==> src/sv/apm_pkg.sv <==
// apm_pkg: shared constants, register codes and the per-channel state entry
// for the audio block peak/RMS/clip meter. No dependencies.
`timescale 1ns / 1ps

package apm_pkg;

    localparam int NUM_CHANNELS = 8;
    localparam int MAX_FRAMES   = 4096;

    localparam int SAMPLE_W = 24;
    localparam int CH_W     = 3;
    localparam int MAG_W    = 24;
    localparam int SQ_W     = 2 * MAG_W;
    localparam int SUM_W    = 58;
    localparam int CNT_W    = $clog2(MAX_FRAMES + 1);
    localparam int CHN_W    = 4;
    localparam int ADDR_W   = $clog2(NUM_CHANNELS);
    localparam int ROOT_W   = SUM_W / 2;
    localparam int SQREM_W  = ROOT_W + 3;
    localparam int STEP_W   = $clog2(SUM_W + 1);
    localparam int CFG_IDX_W = 2;
    localparam int CFG_DATA_W = 24;

    typedef enum logic [CFG_IDX_W-1:0] {
        REG_CLIP_LEVEL = 2'd0,
        REG_CLIP_RUN   = 2'd1,
        REG_CHANNELS   = 2'd2
    } cfg_index_t;

    typedef struct packed {
        logic [MAG_W-1:0] peak;
        logic [SUM_W-1:0] sum;
        logic [CNT_W-1:0] frames;
        logic [CNT_W-1:0] head;
        logic             head_open;
        logic [CNT_W-1:0] tail;
        logic             clip;
    } entry_t;

    localparam entry_t ENTRY_CLEAR = '{
        peak: '0, sum: '0, frames: '0, head: '0,
        head_open: 1'b1, tail: '0, clip: 1'b0
    };

    function automatic logic [CNT_W-1:0] sat_inc(input logic [CNT_W-1:0] x);
        logic [CNT_W-1:0] r;
        if (x < CNT_W'(MAX_FRAMES))
            r = x + 1'b1;
        else
            r = CNT_W'(MAX_FRAMES);
        return r;
    endfunction

endpackage

==> src/sv/apm_if.sv <==
// Channel interfaces for the meter: sample input, result output, config write.
// Depends on apm_pkg.
`timescale 1ns / 1ps

interface apm_sample_if;
    logic                          valid;
    logic                          ready;
    logic signed [apm_pkg::SAMPLE_W-1:0] sample;
    logic [apm_pkg::CH_W-1:0]      channel;
    logic                          last_in_block;

    modport source (output valid, sample, channel, last_in_block, input ready);
    modport sink   (input valid, sample, channel, last_in_block, output ready);
endinterface

interface apm_result_if;
    logic                          valid;
    logic                          ready;
    logic [apm_pkg::CH_W-1:0]      out_channel;
    logic [apm_pkg::MAG_W-1:0]     peak;
    logic [apm_pkg::MAG_W-1:0]     rms;
    logic [apm_pkg::CNT_W-1:0]     head_run;
    logic [apm_pkg::CNT_W-1:0]     tail_run;
    logic                          clipped;
    logic [apm_pkg::CNT_W-1:0]     frames;

    modport source (output valid, out_channel, peak, rms, head_run, tail_run,
                    clipped, frames, input ready);
    modport sink   (input valid, out_channel, peak, rms, head_run, tail_run,
                    clipped, frames, output ready);
endinterface

interface apm_cfg_if;
    logic                           valid;
    logic                           ready;
    logic [apm_pkg::CFG_IDX_W-1:0]  index;
    logic [apm_pkg::CFG_DATA_W-1:0] data;

    modport source (output valid, index, data, input ready);
    modport sink   (input valid, index, data, output ready);
endinterface

==> src/sv/audio_block_peak_rms_clip_core.sv <==
// Top level of the per-channel block peak/RMS/clip meter.
// Depends on apm_pkg, apm_if, apm_ram and apm_root.
`timescale 1ns / 1ps
//
//  channel   dir  modport  payload
//  samples   in   sink     sample, channel, last_in_block
//  results   out  source   out_channel, peak, rms, head_run, tail_run,
//                          clipped, frames
//  cfg       in   sink     index, data (always ready)
//
//  A sample transaction steps through accept with state RAM read, square,
//  then update and write back. A sample on an unmetered channel is taken
//  and dropped. A last-in-block sample adds the divide and the square root
//  in apm_root: the result register loads once the root is done and no
//  earlier result waits in it, and the next sample is taken after that load.
//  Reset is asynchronous; all channel entries read as cleared after reset
//  through per-entry valid flops, so no clearing pass is needed.
//  Results sit in an output register; a new sample may be accepted while a
//  result waits, and the next result waits for the register to drain.

module audio_block_peak_rms_clip_core (
    input  logic        clk,
    input  logic        rst_n,
    apm_sample_if.sink  samples,
    apm_result_if.source results,
    apm_cfg_if.sink     cfg
);

    typedef enum logic [1:0] {S_IDLE, S_MUL, S_UPD, S_ROOT} state_t;

    typedef struct packed {
        logic [apm_pkg::CH_W-1:0]  channel;
        logic [apm_pkg::MAG_W-1:0] peak;
        logic [apm_pkg::CNT_W-1:0] head;
        logic [apm_pkg::CNT_W-1:0] tail;
        logic                      clip;
        logic [apm_pkg::CNT_W-1:0] frames;
    } stats_t;

    // configuration
    logic [apm_pkg::MAG_W-1:0] clip_level_reg;
    logic [apm_pkg::CNT_W-1:0] clip_run_reg;
    logic [apm_pkg::CHN_W-1:0] channels_reg;

    // sequencer and item registers
    state_t                         state_reg, state_next;
    logic [apm_pkg::CH_W-1:0]       ch_reg, ch_next;
    logic                           last_reg, last_next;
    logic [apm_pkg::MAG_W-1:0]      mag_reg, mag_next;
    logic [apm_pkg::SQ_W-1:0]       sq_reg, sq_next;
    apm_pkg::entry_t                entry_reg, entry_next;
    logic [apm_pkg::NUM_CHANNELS-1:0] valid_bits_reg, valid_bits_next;
    stats_t                         stats_reg, stats_next;

    // output register
    logic                           out_valid_reg, out_valid_next;
    stats_t                         out_stats_reg, out_stats_next;
    logic [apm_pkg::MAG_W-1:0]      out_rms_reg, out_rms_next;

    // RAM and root unit hookup
    apm_pkg::entry_t                ram_rdata;
    apm_pkg::entry_t                upd;
    logic                           ram_we;
    logic                           ram_re;
    logic                           root_start;
    logic                           root_done;
    logic [apm_pkg::MAG_W-1:0]      root_value;

    logic                           in_accept;
    logic                           metered;
    logic [apm_pkg::MAG_W-1:0]      in_mag;
    logic [apm_pkg::SUM_W:0]        sum_wide;
    logic                           full_scale;
    logic [apm_pkg::CNT_W-1:0]      tail_inc;
    logic                           out_free;

    assign cfg.ready = 1'b1;

    always_ff @(posedge clk or negedge rst_n)
    begin
        if (!rst_n)
        begin
            clip_level_reg <= apm_pkg::MAG_W'(8388607);
            clip_run_reg   <= apm_pkg::CNT_W'(3);
            channels_reg   <= apm_pkg::CHN_W'(2);
        end
        else if (cfg.valid)
        begin
            case (apm_pkg::cfg_index_t'(cfg.index))
                apm_pkg::REG_CLIP_LEVEL: clip_level_reg <= cfg.data[apm_pkg::MAG_W-1:0];
                apm_pkg::REG_CLIP_RUN:   clip_run_reg   <= cfg.data[apm_pkg::CNT_W-1:0];
                apm_pkg::REG_CHANNELS:   channels_reg   <= cfg.data[apm_pkg::CHN_W-1:0];
                default: ;
            endcase
        end
    end

    assign samples.ready = (state_reg == S_IDLE);
    assign in_accept     = samples.valid && samples.ready;
    assign metered       = ({1'b0, samples.channel} < channels_reg) &&
                           ({1'b0, samples.channel} <
                            (apm_pkg::CH_W+1)'(apm_pkg::NUM_CHANNELS));

    // magnitude of Q1.23; the most negative code maps to 2^23
    assign in_mag = samples.sample[apm_pkg::SAMPLE_W-1] ?
                    apm_pkg::MAG_W'(-samples.sample) :
                    apm_pkg::MAG_W'(samples.sample);

    assign ram_re = in_accept && metered;

    // read-modify of the channel entry
    assign sum_wide   = {1'b0, entry_reg.sum} + (apm_pkg::SUM_W+1)'(sq_reg);
    assign full_scale = (mag_reg >= clip_level_reg);
    assign tail_inc   = apm_pkg::sat_inc(entry_reg.tail);

    always_comb
    begin
        upd = entry_reg;
        if (mag_reg > entry_reg.peak)
            upd.peak = mag_reg;
        if (entry_reg.frames < apm_pkg::CNT_W'(apm_pkg::MAX_FRAMES))
            upd.sum = sum_wide[apm_pkg::SUM_W] ? '1 : sum_wide[apm_pkg::SUM_W-1:0];
        upd.frames = apm_pkg::sat_inc(entry_reg.frames);
        if (full_scale)
        begin
            if (entry_reg.head_open)
                upd.head = apm_pkg::sat_inc(entry_reg.head);
            upd.tail = tail_inc;
            if (tail_inc > clip_run_reg)
                upd.clip = 1'b1;
        end
        else
        begin
            upd.head_open = 1'b0;
            upd.tail      = '0;
        end
    end

    assign ram_we     = (state_reg == S_UPD);
    assign root_start = (state_reg == S_UPD) && last_reg;
    assign out_free   = !out_valid_reg || results.ready;

    always_comb
    begin
        state_next      = state_reg;
        ch_next         = ch_reg;
        last_next       = last_reg;
        mag_next        = mag_reg;
        sq_next         = sq_reg;
        entry_next      = entry_reg;
        valid_bits_next = valid_bits_reg;
        stats_next      = stats_reg;
        out_valid_next  = out_valid_reg;
        out_stats_next  = out_stats_reg;
        out_rms_next    = out_rms_reg;

        if (out_valid_reg && results.ready)
            out_valid_next = 1'b0;

        case (state_reg)
            S_IDLE:
            begin
                if (ram_re)
                begin
                    ch_next    = samples.channel;
                    last_next  = samples.last_in_block;
                    mag_next   = in_mag;
                    state_next = S_MUL;
                end
            end
            S_MUL:
            begin
                sq_next = apm_pkg::SQ_W'(mag_reg * mag_reg);
                // an entry never written since reset or last report is clear
                entry_next = valid_bits_reg[ch_reg[apm_pkg::ADDR_W-1:0]] ?
                             ram_rdata : apm_pkg::ENTRY_CLEAR;
                state_next = S_UPD;
            end
            S_UPD:
            begin
                valid_bits_next[ch_reg[apm_pkg::ADDR_W-1:0]] = !last_reg;
                stats_next = '{channel: ch_reg, peak: upd.peak, head: upd.head,
                               tail: upd.tail, clip: upd.clip, frames: upd.frames};
                state_next = last_reg ? S_ROOT : S_IDLE;
            end
            S_ROOT:
            begin
                if (root_done && out_free)
                begin
                    out_valid_next = 1'b1;
                    out_stats_next = stats_reg;
                    out_rms_next   = root_value;
                    state_next     = S_IDLE;
                end
            end
            default:
                state_next = S_IDLE;
        endcase
    end

    always_ff @(posedge clk or negedge rst_n)
    begin
        if (!rst_n)
        begin
            state_reg      <= S_IDLE;
            valid_bits_reg <= '0;
            out_valid_reg  <= 1'b0;
        end
        else
        begin
            state_reg      <= state_next;
            valid_bits_reg <= valid_bits_next;
            out_valid_reg  <= out_valid_next;
        end
    end

    always_ff @(posedge clk)
    begin
        ch_reg        <= ch_next;
        last_reg      <= last_next;
        mag_reg       <= mag_next;
        sq_reg        <= sq_next;
        entry_reg     <= entry_next;
        stats_reg     <= stats_next;
        out_stats_reg <= out_stats_next;
        out_rms_reg   <= out_rms_next;
    end

    apm_ram #(
        .WIDTH ($bits(apm_pkg::entry_t)),
        .DEPTH (apm_pkg::NUM_CHANNELS)
    ) u_state_ram (
        .clk   (clk),
        .we    (ram_we),
        .waddr (ch_reg[apm_pkg::ADDR_W-1:0]),
        .wdata (upd),
        .re    (ram_re),
        .raddr (samples.channel[apm_pkg::ADDR_W-1:0]),
        .rdata (ram_rdata)
    );

    apm_root u_root (
        .clk    (clk),
        .rst_n  (rst_n),
        .start  (root_start),
        .sum    (upd.sum),
        .frames (upd.frames),
        .done   (root_done),
        .root   (root_value)
    );

    assign results.valid       = out_valid_reg;
    assign results.out_channel = out_stats_reg.channel;
    assign results.peak        = out_stats_reg.peak;
    assign results.rms         = out_rms_reg;
    assign results.head_run    = out_stats_reg.head;
    assign results.tail_run    = out_stats_reg.tail;
    assign results.clipped     = out_stats_reg.clip;
    assign results.frames      = out_stats_reg.frames;

endmodule

==> src/sv/apm_ram.sv <==
// apm_ram: generic single-write, single-read RAM with registered read data.
// No dependencies.
`timescale 1ns / 1ps

module apm_ram #(
    parameter int WIDTH = 8,
    parameter int DEPTH = 8
) (
    input  logic                     clk,
    input  logic                     we,
    input  logic [$clog2(DEPTH)-1:0] waddr,
    input  logic [WIDTH-1:0]         wdata,
    input  logic                     re,
    input  logic [$clog2(DEPTH)-1:0] raddr,
    output logic [WIDTH-1:0]         rdata
);

    logic [WIDTH-1:0] mem [DEPTH];

    always_ff @(posedge clk)
    begin
        if (we)
            mem[waddr] <= wdata;
        if (re)
            rdata <= mem[raddr];
    end

endmodule

==> src/sv/apm_root.sv <==
// apm_root: floor(sqrt(floor(sum / frames))), restoring divide one bit a
// cycle, then digit-by-digit square root one bit a cycle. Depends on apm_pkg.
`timescale 1ns / 1ps

module apm_root (
    input  logic                         clk,
    input  logic                         rst_n,
    input  logic                         start,
    input  logic [apm_pkg::SUM_W-1:0]    sum,
    input  logic [apm_pkg::CNT_W-1:0]    frames,
    output logic                         done,
    output logic [apm_pkg::MAG_W-1:0]    root
);

    typedef enum logic [1:0] {R_IDLE, R_DIV, R_SQRT, R_DONE} rstate_t;

    rstate_t                        state_reg, state_next;
    logic [apm_pkg::STEP_W-1:0]     step_reg, step_next;
    logic [apm_pkg::CNT_W-1:0]      div_reg, div_next;
    logic [apm_pkg::CNT_W-1:0]      drem_reg, drem_next;
    logic [apm_pkg::SUM_W-1:0]      quo_reg, quo_next;
    logic [apm_pkg::SQREM_W-1:0]    srem_reg, srem_next;
    logic [apm_pkg::ROOT_W-1:0]     root_reg, root_next;

    logic [apm_pkg::CNT_W:0]        drem_sh;
    logic [apm_pkg::SQREM_W+1:0]    srem_sh;
    logic [apm_pkg::SQREM_W+1:0]    trial;

    always_comb
    begin
        state_next = state_reg;
        step_next  = step_reg;
        div_next   = div_reg;
        drem_next  = drem_reg;
        quo_next   = quo_reg;
        srem_next  = srem_reg;
        root_next  = root_reg;
        drem_sh    = {drem_reg, quo_reg[apm_pkg::SUM_W-1]};
        srem_sh    = {srem_reg, quo_reg[apm_pkg::SUM_W-1 -: 2]};
        trial      = (apm_pkg::SQREM_W+2)'({root_reg, 2'b01});

        case (state_reg)
            R_IDLE, R_DONE:
            begin
                if (start)
                begin
                    state_next = R_DIV;
                    step_next  = apm_pkg::STEP_W'(apm_pkg::SUM_W - 1);
                    div_next   = frames;
                    drem_next  = '0;
                    quo_next   = sum;
                end
            end
            R_DIV:
            begin
                if (drem_sh >= {1'b0, div_reg})
                begin
                    drem_next = apm_pkg::CNT_W'(drem_sh - {1'b0, div_reg});
                    quo_next  = {quo_reg[apm_pkg::SUM_W-2:0], 1'b1};
                end
                else
                begin
                    drem_next = drem_sh[apm_pkg::CNT_W-1:0];
                    quo_next  = {quo_reg[apm_pkg::SUM_W-2:0], 1'b0};
                end
                if (step_reg == '0)
                begin
                    state_next = R_SQRT;
                    step_next  = apm_pkg::STEP_W'(apm_pkg::ROOT_W - 1);
                    srem_next  = '0;
                    root_next  = '0;
                end
                else
                    step_next = step_reg - 1'b1;
            end
            R_SQRT:
            begin
                // quotient is consumed two bits at a time from the top
                quo_next = {quo_reg[apm_pkg::SUM_W-3:0], 2'b00};
                if (srem_sh >= trial)
                begin
                    srem_next = apm_pkg::SQREM_W'(srem_sh - trial);
                    root_next = {root_reg[apm_pkg::ROOT_W-2:0], 1'b1};
                end
                else
                begin
                    srem_next = srem_sh[apm_pkg::SQREM_W-1:0];
                    root_next = {root_reg[apm_pkg::ROOT_W-2:0], 1'b0};
                end
                if (step_reg == '0)
                    state_next = R_DONE;
                else
                    step_next = step_reg - 1'b1;
            end
            default:
                state_next = R_IDLE;
        endcase
    end

    always_ff @(posedge clk or negedge rst_n)
    begin
        if (!rst_n)
        begin
            state_reg <= R_IDLE;
            step_reg  <= '0;
        end
        else
        begin
            state_reg <= state_next;
            step_reg  <= step_next;
        end
    end

    always_ff @(posedge clk)
    begin
        div_reg  <= div_next;
        drem_reg <= drem_next;
        quo_reg  <= quo_next;
        srem_reg <= srem_next;
        root_reg <= root_next;
    end

    assign done = (state_reg == R_DONE);
    assign root = root_reg[apm_pkg::MAG_W-1:0];

endmodule

==> src/flat_wrapper.sv <==
// flat-port wrapper written by rule: the top's interface ports become plain ports
module audio_block_peak_rms_clip_core_flat 
  (clk, rst_n, samples_valid, samples_sample, samples_channel, samples_last_in_block, samples_ready, results_valid, results_out_channel, results_peak, results_rms, results_head_run, results_tail_run, results_clipped, results_frames, results_ready, cfg_valid, cfg_index, cfg_data, cfg_ready);
  apm_sample_if samples_i ();
  apm_result_if results_i ();
  apm_cfg_if cfg_i ();
  input  logic clk;
  input  logic rst_n;
  input wire logic [$bits(samples_i.valid)-1:0] samples_valid;
  input wire logic [$bits(samples_i.sample)-1:0] samples_sample;
  input wire logic [$bits(samples_i.channel)-1:0] samples_channel;
  input wire logic [$bits(samples_i.last_in_block)-1:0] samples_last_in_block;
  output wire logic [$bits(samples_i.ready)-1:0] samples_ready;
  output wire logic [$bits(results_i.valid)-1:0] results_valid;
  output wire logic [$bits(results_i.out_channel)-1:0] results_out_channel;
  output wire logic [$bits(results_i.peak)-1:0] results_peak;
  output wire logic [$bits(results_i.rms)-1:0] results_rms;
  output wire logic [$bits(results_i.head_run)-1:0] results_head_run;
  output wire logic [$bits(results_i.tail_run)-1:0] results_tail_run;
  output wire logic [$bits(results_i.clipped)-1:0] results_clipped;
  output wire logic [$bits(results_i.frames)-1:0] results_frames;
  input wire logic [$bits(results_i.ready)-1:0] results_ready;
  input wire logic [$bits(cfg_i.valid)-1:0] cfg_valid;
  input wire logic [$bits(cfg_i.index)-1:0] cfg_index;
  input wire logic [$bits(cfg_i.data)-1:0] cfg_data;
  output wire logic [$bits(cfg_i.ready)-1:0] cfg_ready;
  assign samples_i.valid = samples_valid;
  assign samples_i.sample = samples_sample;
  assign samples_i.channel = samples_channel;
  assign samples_i.last_in_block = samples_last_in_block;
  assign samples_ready = samples_i.ready;
  assign results_valid = results_i.valid;
  assign results_out_channel = results_i.out_channel;
  assign results_peak = results_i.peak;
  assign results_rms = results_i.rms;
  assign results_head_run = results_i.head_run;
  assign results_tail_run = results_i.tail_run;
  assign results_clipped = results_i.clipped;
  assign results_frames = results_i.frames;
  assign results_i.ready = results_ready;
  assign cfg_i.valid = cfg_valid;
  assign cfg_i.index = cfg_index;
  assign cfg_i.data = cfg_data;
  assign cfg_ready = cfg_i.ready;
  audio_block_peak_rms_clip_core u_core (.clk(clk), .rst_n(rst_n), .samples(samples_i), .results(results_i), .cfg(cfg_i));
endmodule
==> config.mk <==
export PLATFORM = sky130hd
export DESIGN_NAME = audio_block_peak_rms_clip_core_flat
export DESIGN_NICKNAME = d
export VERILOG_FILES = /design/src/sv/apm_pkg.sv /design/src/sv/apm_if.sv /design/src/sv/audio_block_peak_rms_clip_core.sv /design/src/sv/apm_ram.sv /design/src/sv/apm_root.sv /design/src/flat_wrapper.sv
export SDC_FILE = /design/constraint.sdc
export NUM_CORES = 2
export LEC_CHECK = 0
export ABC_CLOCK_PERIOD_IN_PS = 17700
export BUFFER_PORTS_ARGS = -buffer_cell sky130_fd_sc_hd__buf_2
export CORE_MARGIN = 1
export CORE_UTILIZATION = 46
export CTS_CLUSTER_DIAMETER = 60
export DETAILED_ROUTE_END_ITERATION = 16
export SYNTH_ARGS = -nofsm -noshare
export SYNTH_HDL_FRONTEND = slang
export SYNTH_SLANG_ARGS = --single-unit
export TNS_END_PERCENT = 100
==> constraint.sdc <==
create_clock -name clk -period 17.7 [get_ports clk]
set_input_delay 0.885 -clock clk [delete_from_list [all_inputs] [get_ports clk]]
set_output_delay 0.885 -clock clk [all_outputs]
set_load 0.1 [all_outputs]
==> results.txt <==
* Startpoint type of the worst setup path: flop
- DR pass1 iterations: 5
- After detailed routing, the total wire length is roughly 210 mm.
- After clock tree synthesis, the setup repair step added 0 buffers.
- Max Clk Rate: 120 MHz
* Ys flop type: edfxtp_1
* Mapped cell area: between 0.08 and 0.09 mm²
- Counting every sink on the clock net gives between 1500 and 2000.
* Worst path required time: ~18 ns
- First-pass GRT wire length: 314 mm
- Setup total negative slack on the finished layout was measured at 0 ns.
* Number of vias per cell after detailed routing: about 5.6
- Detailed placement finished with a half-perimeter wire length of about 130 mm.
- The worst setup path is captured at a flop.
- In the global route stage, overall resource usage came out at approximately 22%.
- Headroom to the max-slew limit came out at about 8.6%.
- For the pin with the worst max-slew slack, the measured transition is roughly 1.3 ns.
* DR WL/cell: 23.8 µm
* Final Net Count: 6956
- Fill cell count: roughly 15000
- Across the run, the number of max-cap violations was 0.
- Among the stages of the critical path, the cell type that occurs most often is fa_1.
- Leading post-synthesis cells by instance count: 1608 x edfxtp_1, 752 x inv_1, 428 x fa_1
- The region available for standard cell placement spans roughly 0.19 mm².
* Global-route congestion overflow total: 0
- The die is roughly 440 µm tall.
- In this run, post-CTS hold repair placed 0 buffers.
- Yosys cell types: 94
- Share of the synthesized area in the top cell type: between 50% and 60%
- The final number of hold-violating endpoints was 0.
- Fraction of final layout cells with drive strength greater than 1: between 15 and 20%
- For the worst-skew pair, the clock arrives at the later sink with an insertion delay of 0.84 ns.
- For this run, the number of Yosys warnings is 0.
- Setup violations remaining at the end of the flow were counted as 0.
* Clock tree root driver cell: clkbuf_16
- TritonCTS built the clock tree.
- Initial standard-cell utilization of the core: between 40% and 50%
* Post-synth top area cell: edfxtp_1
- The worst path in the final design needs a cycle of between 8 and 9 ns, including I/O delays and setup.
- From left edge to right edge, the die measures between 400 and 500 µm.
- Sequential cell area fraction in the yosys report: approximately 58%
- DRT antenna net count: 0
* Critical path fanouts, max: 27
- The min-delay analysis places its worst path in the category in -> async.
- CP Class: reg -> reg
- Max-slew violation total from the final report: 0
- Counting flops with a built-in enable in the synthesized netlist gives roughly 1600.
- Averaged over all synthesized cells, the footprint is around 15 µm².
- The congestion estimate from routability-driven global placement came to 0.913.
- Floorplan die area: 0.190 mm²
* Post-synthesis async set-or-reset flop share: approximately 3.6%
* PostCTS Resize Cnt: 0
- Post-synthesis cell count: about 6000
- TritonCTS buffer count: ~180
- Area Growth Syn to Fin: 11.3%
- Entering global routing, the biggest net connects about 120 pins.
* Largest stage delay on the critical path: 1.17 ns
- Number of input and output port buffers inserted: 151
* Top-Level Pins: approximately 150
* Flip-flop count of the largest register after layout: between 900 and 1000
- Of the available clock period, the critical path in the final layout requires between 40% and 50%.
* H-tree level count: 4
- The number of antenna violations at the first check in global routing was 4.
- Placement Rows: 158
* Unrepaired setup endpoints after global routing: no
- Detailed router's first-iteration violation count: 4093
- Post-synthesis register bit count: roughly 1700
- Via count: slightly below 50000
- Arrival time reported for the critical path endpoint: approximately 8.9 ns
* CTS max path bufs: 3
- Synth top area cells: edfxtp_1 56%, fa_1 9.9%, mux4_2 6.4%
- After detailed routing, the number of remaining DRC violations is 0.
- Final Skew: 0.0879 ns
- Standard cell with the maximum stage delay on the critical path: edfxtp_1
- After clock tree synthesis, the clock-pin slew on the worst setup and hold paths is 0.06 ns.
* Via count of the first global-routing pass: ~50000
* Outcome: completed
- When the netlist entered floorplanning its net count stood at a little under 7000.
* Most common cell in the netlist: edfxtp_1
## layout make-up
cell class / instances / area [µm²] / area share (%)
tap: 2480 / 3100 / 3.23
inverter: 754 / 2830 / 2.94
clock inverter: 102 / 1210 / 1.26
clock buffer: 225 / 4720 / 4.91
antenna: 2 / 5.00 / 0.00520
multi-input combinational: 3297 / 33000 / 34.3
timing repair buffer: 235 / 1470 / 1.52
sequential: 1668 / 49800 / 51.8
## worst max-delay path: cells and delay by family, from the launching register on
kind / cells / cell delay, ns
adders and majority gates: 8 / 3.85
and+or+nand+nor: 1 / 0.27
buffers and inverters: 6 / 0.33
AOI/OAI and AO/OA: 9 / 2.30
DFF: 1 / 1.17
xor gates and xnor gates: 1 / 0.15
## worst paths after layout
check,startpoint,to,slack [ns],cells past startpoint
setup reg to reg,u_core.mag_reg[1]$_DFFE_PP_,u_core.sq_reg[46]$_DFFE_PN_,9.37,25
max in group asynchronous,rst_n,u_core.u_root.step_reg[0]$_DFFE_PN0P_,16.85,1
setup / recovery,u_core.mag_reg[1]$_DFFE_PP_,u_core.sq_reg[46]$_DFFE_PN_,9.37,25
min in group clk,samples_last_in_block,u_core.last_reg$_DFFE_PP_,0.28,1
hold / removal,rst_n,u_core.clip_level_reg[23]$_DFFE_PN0P_,0.22,1
hold reg to reg,u_core.stats_reg[47]$_DFFE_PP_,u_core.results.peak[7]$_DFFE_PP_,0.42,0
## per-layer routing
metal	GRT usage [%]	up-vias	share of wire [%]	wire [µm]
met3	3.69	299	5.8	12200
met4	6.84	2	2.9	5970
met5	0	-	0.0034	7
li1	-	21900	-	-
met2	35.2	1381	47	98000
met1	30.8	25400	44	92100
## kinds of logic (layout without fill, tap and decap cells)
logic type	after synthesis	in the layout	share of synthesized area (%)
compound gates	800	800	6.29
fa+ha+maj	763	763	14.8
mux	435	435	8.83
flops	1668	1668	57.6
buf+inv	989	1316	4.32
other cells	1	3	0.00434
xor+xnor	162	162	1.64
simple gates	1136	1136	6.52
## placed cells by master (no fill, tap or decap), types with 27 or more instances in the layout
cell type / netlist / final
edfxtp_1: 1608 / 1608
inv_1: 752 / 750
fa_1: 428 / 428
nand2_1: 354 / 354
ha_1: 335 / 333
mux4_2: 246 / 246
a21oi_1: 222 / 219
nor2_1: 219 / 212
clkbuf_16: 0 / 180
mux2_2: 161 / 161
nor2b_1: 151 / 150
buf_2: 7 / 147
and2_1: 139 / 139
o21ai_0: 124 / 123
xnor2_1: 112 / 112
a21o_1: 91 / 91
buf_4: 2 / 81
nand3_1: 56 / 56
o21a_1: 52 / 52
xor2_1: 50 / 50
nor3_1: 48 / 46
clkbuf_1: 186 / 40
a221oi_1: 34 / 34
dfrtp_1: 34 / 34
nand4_1: 32 / 32
a221o_1: 30 / 30
a2bb2oi_1: 30 / 30
a211oi_1: 29 / 29
and3_1: 28 / 28
clkinv_1: 1 / 28
mux2i_1: 28 / 27
## per-stage QoR
stage / utilization, % / area [µm²] / setup slack (ns) / cells / hold slack (ns)
CTS: 51.7 / 96200 / 9.39 / 8761 / 0.186
floorplan: - / 86400 / 4.05 / 5954 / 0.400
global route: 51.7 / 96200 / 8.89 / 8762 / 0.245
global placement: 48.5 / 90200 / 9.42 / 8434 / 0.404
detailed placement: 48.5 / 90200 / 9.41 / 8434 / 0.405
finish: 51.7 / 96200 / 9.37 / 8763 / 0.220
Power is not shown: default switching activity piles up to over one toggle a cycle in this logic, so the estimate is an artifact.
